## src/sv/nntf_pkg.sv

```systemverilog
// Shared types, constants and control structs for the nearest neighbor track filter.
package nntf_pkg;

    localparam int          MAX_TRACKS_DEF  = 64;
    localparam int          COORD_W         = 24;
    localparam int          GATE_W          = 23;
    localparam int          HITS_W          = 8;
    localparam int          MISS_W          = 17;
    localparam int          ALLOW_W         = 16;
    localparam int          CFG_IDX_W       = 2;
    localparam int          DIST_W          = 49;
    localparam int          GATE2_W         = 46;
    localparam logic [MISS_W-1:0] MISS_SAT  = '1;

    localparam logic [GATE_W-1:0]  GATE_RST   = 23'd256;
    localparam logic [HITS_W-1:0]  HITS_RST   = 8'd3;
    localparam logic [ALLOW_W-1:0] ALLOW_RST  = 16'd5;

    localparam logic [CFG_IDX_W-1:0] REG_GATE  = 2'd0;
    localparam logic [CFG_IDX_W-1:0] REG_HITS  = 2'd1;
    localparam logic [CFG_IDX_W-1:0] REG_ALLOW = 2'd2;

    typedef struct packed {
        logic signed [COORD_W-1:0] east;
        logic signed [COORD_W-1:0] north;
        logic signed [COORD_W-1:0] cell_x;
        logic signed [COORD_W-1:0] cell_y;
        logic [HITS_W-1:0]         hits;
        logic [MISS_W-1:0]         misses;
        logic                      confirmed;
        logic                      matched;
    } t_trk;

    typedef enum logic [1:0] {
        DS_ENT_EAST,
        DS_ENT_NORTH,
        DS_PT_EAST,
        DS_PT_NORTH
    } t_div_src;

    typedef enum logic [4:0] {
        ST_IDLE,
        ST_DISP,
        ST_FS_RD,
        ST_FS_E,
        ST_FS_EW,
        ST_FS_N,
        ST_FS_NW,
        ST_FS_WR,
        ST_PT_E,
        ST_PT_EW,
        ST_PT_N,
        ST_PT_NW,
        ST_SC_INIT,
        ST_SC_RD,
        ST_SC_EV,
        ST_SC_SQ,
        ST_SC_CMP,
        ST_SC_COMMIT,
        ST_PT_END,
        ST_CP_RD,
        ST_CP_EV,
        ST_FIN
    } t_state;

    typedef struct packed {
        logic     latch_in;
        logic     clr_tbl;
        logic     open_set;
        logic     sweep_clr;
        logic     idx_inc;
        logic     mem_rd;
        logic     div_start;
        logic     div_cap;
        t_div_src div_src;
        logic     fs_wr;
        logic     best_clr;
        logic     ev;
        logic     sq;
        logic     cmp;
        logic     commit;
        logic     cp_do;
        logic     emit_final;
    } t_cmd;

    typedef struct packed {
        logic idx_lt;
        logic div_done;
        logic open;
        logic mode;
        logic pval;
        logic flast;
        logic out_free;
        logic cp_need_push;
    } t_sts;

endpackage

```

## src/sv/nntf_ctrl.sv

```systemverilog
// Sequencer for table clear, frame start, point association and frame end compaction.
module nntf_ctrl (
    input  logic             i_clk,
    input  logic             i_rst_n,
    input  logic             i_in_valid,
    output logic             o_in_ready,
    input  nntf_pkg::t_sts   i_sts,
    output nntf_pkg::t_cmd   o_cmd
);
    import nntf_pkg::*;

    t_state r_state, n_state;

    always_ff @(posedge i_clk) begin
        if (!i_rst_n) begin
            r_state <= ST_IDLE;
        end else begin
            r_state <= n_state;
        end
    end

    always_comb begin
        n_state = r_state;
        case (r_state)
            ST_IDLE:      if (i_in_valid) n_state = ST_DISP;
            ST_DISP: begin
                if (i_sts.mode)       n_state = ST_IDLE;
                else if (!i_sts.open) n_state = ST_FS_RD;
                else                  n_state = ST_PT_E;
            end
            ST_FS_RD:     n_state = i_sts.idx_lt ? ST_FS_E : ST_PT_E;
            ST_FS_E:      n_state = ST_FS_EW;
            ST_FS_EW:     if (i_sts.div_done) n_state = ST_FS_N;
            ST_FS_N:      n_state = ST_FS_NW;
            ST_FS_NW:     if (i_sts.div_done) n_state = ST_FS_WR;
            ST_FS_WR:     n_state = ST_FS_RD;
            ST_PT_E:      n_state = i_sts.pval ? ST_PT_EW : ST_PT_END;
            ST_PT_EW:     if (i_sts.div_done) n_state = ST_PT_N;
            ST_PT_N:      n_state = ST_PT_NW;
            ST_PT_NW:     if (i_sts.div_done) n_state = ST_SC_INIT;
            ST_SC_INIT:   n_state = ST_SC_RD;
            ST_SC_RD:     n_state = i_sts.idx_lt ? ST_SC_EV : ST_SC_COMMIT;
            ST_SC_EV:     n_state = ST_SC_SQ;
            ST_SC_SQ:     n_state = ST_SC_CMP;
            ST_SC_CMP:    n_state = ST_SC_RD;
            ST_SC_COMMIT: n_state = ST_PT_END;
            ST_PT_END:    n_state = i_sts.flast ? ST_CP_RD : ST_IDLE;
            ST_CP_RD:     n_state = i_sts.idx_lt ? ST_CP_EV : ST_FIN;
            ST_CP_EV: begin
                if (!(i_sts.cp_need_push && !i_sts.out_free)) n_state = ST_CP_RD;
            end
            ST_FIN:       if (i_sts.out_free) n_state = ST_IDLE;
            default:      n_state = ST_IDLE;
        endcase
    end

    always_comb begin
        o_cmd      = '0;
        o_in_ready = 1'b0;
        case (r_state)
            ST_IDLE: begin
                o_in_ready   = 1'b1;
                o_cmd.latch_in = i_in_valid;
            end
            ST_DISP: begin
                o_cmd.clr_tbl   = i_sts.mode;
                o_cmd.sweep_clr = !i_sts.mode && !i_sts.open;
            end
            ST_FS_RD: begin
                o_cmd.mem_rd   = i_sts.idx_lt;
                o_cmd.open_set = !i_sts.idx_lt;
            end
            ST_FS_E: begin
                o_cmd.div_start = 1'b1;
                o_cmd.div_src   = DS_ENT_EAST;
            end
            ST_FS_EW: begin
                o_cmd.div_cap = i_sts.div_done;
                o_cmd.div_src = DS_ENT_EAST;
            end
            ST_FS_N: begin
                o_cmd.div_start = 1'b1;
                o_cmd.div_src   = DS_ENT_NORTH;
            end
            ST_FS_NW: begin
                o_cmd.div_cap = i_sts.div_done;
                o_cmd.div_src = DS_ENT_NORTH;
            end
            ST_FS_WR: begin
                o_cmd.fs_wr   = 1'b1;
                o_cmd.idx_inc = 1'b1;
            end
            ST_PT_E: begin
                o_cmd.div_start = i_sts.pval;
                o_cmd.div_src   = DS_PT_EAST;
            end
            ST_PT_EW: begin
                o_cmd.div_cap = i_sts.div_done;
                o_cmd.div_src = DS_PT_EAST;
            end
            ST_PT_N: begin
                o_cmd.div_start = 1'b1;
                o_cmd.div_src   = DS_PT_NORTH;
            end
            ST_PT_NW: begin
                o_cmd.div_cap = i_sts.div_done;
                o_cmd.div_src = DS_PT_NORTH;
            end
            ST_SC_INIT: begin
                o_cmd.best_clr  = 1'b1;
                o_cmd.sweep_clr = 1'b1;
            end
            ST_SC_RD:     o_cmd.mem_rd = i_sts.idx_lt;
            ST_SC_EV:     o_cmd.ev     = 1'b1;
            ST_SC_SQ:     o_cmd.sq     = 1'b1;
            ST_SC_CMP: begin
                o_cmd.cmp     = 1'b1;
                o_cmd.idx_inc = 1'b1;
            end
            ST_SC_COMMIT: o_cmd.commit = 1'b1;
            ST_PT_END:    o_cmd.sweep_clr = i_sts.flast;
            ST_CP_RD:     o_cmd.mem_rd = i_sts.idx_lt;
            ST_CP_EV: begin
                // hold while the previous word cannot leave yet
                if (!(i_sts.cp_need_push && !i_sts.out_free)) begin
                    o_cmd.cp_do   = 1'b1;
                    o_cmd.idx_inc = 1'b1;
                end
            end
            ST_FIN:       o_cmd.emit_final = i_sts.out_free;
            default:      o_cmd = '0;
        endcase
    end

endmodule

```

## config.mk

```make
export PLATFORM = sky130hd
export DESIGN_NAME = nntf_ctrl
export DESIGN_NICKNAME = d
export VERILOG_FILES = /design/src/sv/nntf_pkg.sv /design/src/sv/nntf_ctrl.sv
export SDC_FILE = /design/constraint.sdc
export NUM_CORES = 1
export LEC_CHECK = 0
export BUFFER_PORTS_ARGS = -buffer_cell sky130_fd_sc_hd__buf_2
export CORE_AREA = 2 2 62 64
export DETAILED_ROUTE_END_ITERATION = 6
export DIE_AREA = 0 0 64 66
export GPL_ROUTABILITY_DRIVEN = 0
export GPL_TIMING_DRIVEN = 0
export SYNTH_ARGS = -nofsm -noshare
export SYNTH_HDL_FRONTEND = slang
export SYNTH_SLANG_ARGS = --single-unit
```

## constraint.sdc

```tcl
create_clock -name i_clk -period 1.95 [get_ports i_clk]
set_input_delay 0.0975 -clock i_clk [delete_from_list [all_inputs] [get_ports i_clk]]
set_output_delay 0.0975 -clock i_clk [all_outputs]
set_load 0.005 [all_outputs]
```

* Yosys cells after proc, flatten, opt, wreduce, memory -nomap -nowiden *
Index checks and enable logic that the tools add are counted.

operators by class
  equality and inequality tests = 28
  muxes and demuxes = 34
  reduce and logical (&&, ||, !) cells = 16

operator list
  cell                                                 count
  one-hot mux 5 bit (21 select lines)                  1
  two-way mux 5 bit                                    10
  equality test 5 x 4 -> 1 bit, second input constant  8
  equality test 5 bit, second input constant           6
  equality test 5 x 3 -> 1 bit, second input constant  4
  two-way mux 1 bit                                    16
  != test 2 bit, second input constant                 7
  two-way mux 4 bit                                    3
  equality test 5 x 2 -> 1 bit, second input constant  2
  OR reduction 2 bit                                   5
  AND reduction 7 bit                                  1
  one-hot mux 2 bit (3 select lines)                   1
  OR reduction 3 bit                                   2
  equality test 5 x 1 -> 1 bit, second input constant  1
  logical NOT 5 bit                                    1
  logical NOT 1 bit                                    4
  one-hot mux 1 bit (2 select lines)                   2
  OR reduction 4 bit                                   1
  one-hot mux 1 bit (3 select lines)                   1
  logical AND 1 bit                                    2

word-level totals
  register bits after elaboration = 5
  input port bits = 11
  word-level logic and storage cells = 79

* Longest topological paths before layout *
Gate-level depths: netlist of the first run.

  depth in word-level cells = 4
  gate-level depth with buffers = 7
  depth with buffers taken out = 5

* Worst setup path after synthesis of the first run *
Ideal clock, no wire load.

  path type = flip-flop to flip-flop
  start = reg r_state[1]
  end = reg r_state[4]
  library setup time = 0.115 ns
  data arrival time = 1.343 ns
  data required time = 1.835 ns
  path slack = 0.493 ns
  stages on the path, launching flop included = 7
  path buffers = 1
  clock period less this slack = 1.457 ns
  path through = dfxtp_1 > buf_6 > or2b_1 > a211oi_1 > a311o_1 > o21a_1 > o21a_1

between the ends
  longest elaborated chain between the ends = 3

RTL lines
  item                                                                        RTL line         text
  start: declaration                                                          nntf_ctrl.sv:12  t_state r_state, n_state;
  start signal: assignment                                                    nntf_ctrl.sv:18  r_state <= n_state;
  equality test 5 bit, or another cell as far along                           nntf_ctrl.sv:24  case (r_state)
  OR reduction 2 bit (no line) or != test 2 bit (tied branches)               n/a
  one-hot mux 5 bit (21 select lines) or AND reduction 7 bit (tied branches)  n/a

Parallel ways exist; a longest one is shown, timed or not.
A chain may end at the register's enable or synchronous reset.

==> results of run 1 <==
## report_power, final
group	internal (mW)	switching (mW)
combinational	0.378	0.470
sequential	0.131	0.0269
clock	0.0772	0.0395
total	0.587	0.537
## worst max-delay path, stage by stage, from the launching register on
cell and delay [ns]:
dfxtp_1 0.32, buf_6 0.12, buf_2 0.22, buf_2 0.26, xor2_1 0.16, nand3_1 0.09, a21oi_1 0.15, buf_2 0.13
## worst min-delay path by stage
stage               startpoint         end  slack [ns]  depth (start not counted)
floorplan              i_rst_n  r_state[4]        0.21                          1
global placement       i_rst_n  r_state[4]        0.35                          2
detailed placement     i_rst_n  r_state[4]        0.35                          2
CTS                    i_rst_n  r_state[4]        0.10                          2
global route           i_rst_n  r_state[4]        0.10                          2
finish                 i_rst_n  r_state[4]        0.10                          2
## layout make-up
cell class                 count  area, µm²  area share, %
buffer                        12        105           9.66
clock buffer                   4       26.3           2.41
inverter                       6       22.5           2.07
multi-input combinational     98        634           58.3
sequential                     5        100           9.20
tap                           48       60.1           5.52
timing repair buffer          28        140           12.9
## per-layer routing
layer	vias up	wire [µm]	global-route usage (%)	share of wire, %
li1	503	-	-	-
met1	450	1270	17.4	48
met2	28	1240	21.0	47
met3	2	140	2.73	5.2
met4	0	17	2.45	0.64
met5	-	0	0	0
## through the flow
stage          power, mW  cell area, µm²  worst slack [ns]
3_3_place_gp        1.00            1060             0.368
3_5_place_dp        1.00            1060             0.361
2_1_floorplan      0.797             862             0.493
4_1_cts             1.12            1090             0.181
5_1_grt             1.23            1090            0.0437
6_report            1.12            1090             0.177
## cells in the mapped netlist, drive strengths merged (3+ instances only)
library cell / n / share of area [%]
o21a: 3 / 2.6
nand2b: 7 / 5.1
nor2b: 4 / 2.9
dfxtp: 5 / 12
nand3: 3 / 1.7
a211oi: 3 / 2.6
and3: 4 / 3.2
buf: 10 / 9.0
o21ai: 5 / 2.9
nor2: 17 / 7.7
nor4: 4 / 4.6
nand2: 7 / 3.0
a21oi: 9 / 5.7
nor3: 7 / 4.6
inv: 6 / 2.6
## layout by cell type (no fill, tap or decap), types with 3 or more instances in the layout
master,instances
buf_2,33
nor2_1,16
a21oi_1,8
nand2b_1,7
nand2_1,7
inv_1,6
nor3_1,6
dfxtp_1,5
buf_6,4
nor2b_1,4
nor4_1,3
o21ai_0,3
nand3_1,3
a211oi_1,3
o21a_1,3
clkbuf_4,3
## logic make-up (layout without fill, tap and decap cells)
| group | Yosys count | in the layout | share of synthesized area (%) |
|---|---|---|---|
| and+or+nand+nor | 63 | 63 | 43.3 |
| DFF | 5 | 5 | 11.6 |
| AOI/OAI and AO/OA | 33 | 33 | 28.3 |
| buffers and inverters | 18 | 50 | 14.8 |
| xor gates and xnor gates | 2 | 2 | 2.03 |
==> metrics.cfg, run 1 <==
[outcome]
status=completed

[timing]
tns_ns=0
max_freq_ghz=0.564
finalHoldViolCount=0
fin_crit_ns=1.77
drv_slew=0
skew_ns=0.00318
fin_hold_ws_ns=0.105
rsz0062_at_grt=no
final.period_utilization_pct=90.9
worstMarginPinSlew_ns=0.376
timing.slew.headroom_pct=74.8
setup_viol=0

[grt]
grt_pass1_wl_mm=4.24
grt_max_degree=11
antenna_found_initial=0
grt_pass1_vias=891
grt_usage_pct=12.8
overflow=0

[worst_setup_path]
cp-start-kind=register
worstPathArrival_ns=1.68
r2r_slack_ns=0.37
setup.worst_path.end=o_cmd[8]
required_ns=1.85
r2r_start=r_state[3]
r2r_end=r_state[4]
crit_start=r_state[0]
cp_max_fo=10
endpoint_kind=primary output
r2r_cells=6
worstSetupPathType=register to primary output

[routing]
drt_first_pass_iters=4
vias_per_cell=4.89
drtIter0Drc=57
final_antenna_net_count=0
post-route-drc-count=0
vias=983
wire_per_inst_um=13.3
routed_wl_mm=2.67

[flow_run]
maxCapViolations=0

[logic_synthesis]
synthArstFlopShare_pct=0
synth.cell_area_um2=862
synth.distinct_cells=45
synthCells=121
synth_seq_cells=5
avgSynthCellArea_um2=7.12
ys_warn_count=0
synth_seq_area_share_pct=11.6
syn_nets=132
synth_edf_count=0
ys.flop_type=dfxtp_1

[clocking]
cts-buffers-inserted=3
cts_tree=done
clockBufferDepth=2
cts_resized=0
root_buffer=clkbuf_4
cts.sinks=5
htree_num_levels=1
postCtsSetupBuffers=0
path_clk_slew_ns=0.04
clock_latency_ns=0.24
cts_hold_buf=0

[pwr]
peakVddDrop_v=0.000336
leakagePower_nw=0.489
powerDensity_mw_per_mm2=1030

[placed_design]
dp.final_hpwl_mm=2.05
placed_cells=197
io_buffers=28

[cells_and_area]
regMostFlops=r_state
layout.nets=165
antenna-diode-count=0
reg.largest.list=r_state (5)
area_growth_pct=26.3
final_util_pct=30.7
n_fill_cell=393
post_route_cells_drive_above_1_share_pct=35.3
largest_register_ff_count=5
stdcell_count=201

[min_path]
hp-class=input port to register

[floorplanning]
ios=30
die_w_um=64
dieArea_mm2=0.00422
die_h_um=66
initial_utilization_pct=24.3
fp-row-count=22
coreArea_mm2=0.00355

Note: power is estimated with default switching activity, not from simulation.
==> inputs of run 2 (changes only) <==
==> constraint.sdc (replaced) <==
create_clock -name i_clk -period 1.95 [get_ports i_clk]
set_input_delay 0.2925 -clock i_clk [delete_from_list [all_inputs] [get_ports i_clk]]
set_output_delay 0.2925 -clock i_clk [all_outputs]
set_load 0.005 [all_outputs]
==> run 2 against run 1 <==
- register-to-register slack lost 0.02 ns
- setup slack got worse by 0.099 ns
- combinational power increased by 0.9%
- sequential power about the same
==> metrics.cfg, run 2 (same netlist as run 1, synthesis figures left out) <==
[worst_setup_path]
required_ns=1.66
r2r_slack_ns=0.35
worstSetupPathType=register to primary output
r2r_end=r_state[1]
cp_max_fo=10
crit_start=r_state[2]
r2r_cells=5
cp-start-kind=register
r2r_start=r_state[3]
worstPathArrival_ns=1.58
setup.worst_path.end=o_cmd[13]
endpoint_kind=primary output

[cells_and_area]
regMostFlops=r_state
n_fill_cell=396
stdcell_count=200
final_cell_mix=buf_2, nor2_1, a21oi_1, nand2b_1, nand2_1
antenna-diode-count=0
area_growth_pct=27.3
largest_register_ff_count=5
post_route_cells_drive_above_1_share_pct=35.5
register_area_um2=100
layout.nets=164
reg.largest.list=r_state (5)
multi_input_area_um2=641
layout_commonest_cell=buf_2

[grt]
grt_pass1_vias=896
grt_max_degree=11
grt_pass1_wl_mm=4.27
antenna_found_initial=0
grt_usage_pct=12.9
overflow=0

[clocking]
path_clk_slew_ns=0.04
cts_hold_buf=0
cts_tree=done
cts.sinks=5
cts-buffers-inserted=3
postCtsSetupBuffers=0
root_buffer=clkbuf_4
clock_latency_ns=0.24
clockBufferDepth=2
htree_num_levels=1

[timing]
drv_slew=0
final.period_utilization_pct=96.0
setup_viol=0
tns_ns=0
fin_crit_ns=1.87
max_freq_ghz=0.534
finalHoldViolCount=0
rsz0062_at_grt=yes
fin_ws_ns=0.0778
skew_ns=0.00303
worstMarginPinSlew_ns=0.361
timing.slew.headroom_pct=75.6

[pwr]
powerDensity_mw_per_mm2=1030
peakVddDrop_v=0.000351
leakagePower_nw=0.484

[min_path]
hp-class=input port to register
hp-start=i_rst_n

[routing]
post-route-drc-count=0
wire_per_inst_um=13.3
vias_per_cell=4.89
drtIter0Drc=54
drt_first_pass_iters=4
vias=977
final_antenna_net_count=0
routed_wl_mm=2.66

[floorplanning]
ios=30
die_h_um=66
dieArea_mm2=0.00422
coreArea_mm2=0.00355
initial_utilization_pct=24.3
fp-row-count=22
die_w_um=64

[placed_design]
io_buffers=28
dp.final_hpwl_mm=2.05
placed_cells=197
pre_cts_slack_ns=0.250

[flow_run]
maxCapViolations=0

[outcome]
status=completed

-- run 2: cell types whose count changed in the layout (fill, tap and decap cells not counted), sizes merged --
cell,before,now
buf,38,35
clkbuf,6,8
-- run 2: per-layer routing --
layer | track usage, % | part of all wire [%]
met1 | 17.4 | 47
met2 | 21.2 | 48
met3 | 2.73 | 5.2
met4 | 2.45 | 0
met5 | 0 | 0
-- run 2: worst max-delay path, stage by stage, from the launching register on --
cell and delay [ns]:
dfxtp_1 0.36, buf_4 0.20, clkbuf_8 0.17, and3_1 0.15, or3_1 0.33, buf_2 0.13
-- run 2: worst min-delay path by stage --
stage / to / depth (start not counted)
finish: r_state[4] / 2
global placement: r_state[4] / 2
CTS: r_state[4] / 2
floorplan: r_state[4] / 1
detailed placement: r_state[4] / 2
global route: r_state[4] / 2
-- run 2: cell type report --
class / instances / share of cell area [%]
multi-input combinational: 98 / 58.4
timing repair buffer: 28 / 12.8
buffer: 11 / 9.81
sequential: 5 / 9.12
tap: 48 / 5.47
clock buffer: 4 / 2.39
inverter: 6 / 2.05
-- run 2: through the flow --
stage | hold slack [ns] | power [mW] | util [%] | area (µm²)
finish | 0.298 | 1.13 | 30.9 | 1100
global route | 0.300 | 1.24 | 30.9 | 1100
CTS | 0.298 | 1.13 | 30.7 | 1090
detailed placement | 0.547 | 1.00 | 29.9 | 1060
global placement | 0.546 | 1.00 | 29.9 | 1060
floorplan | 0.410 | 0.797 | - | 862
-- run 2: repair_timing --
action,CTS,global route
resized for setup,1,3
endpoints found under the setup margin,1,4
pin swaps,0,0
-- run 2: power breakdown --
| part | internal (mW) | switching, mW |
|---|---|---|
| Sequential | 0.131 | 0.0272 |
| Clock | 0.0771 | 0.0393 |
| Combinational | 0.384 | 0.472 |
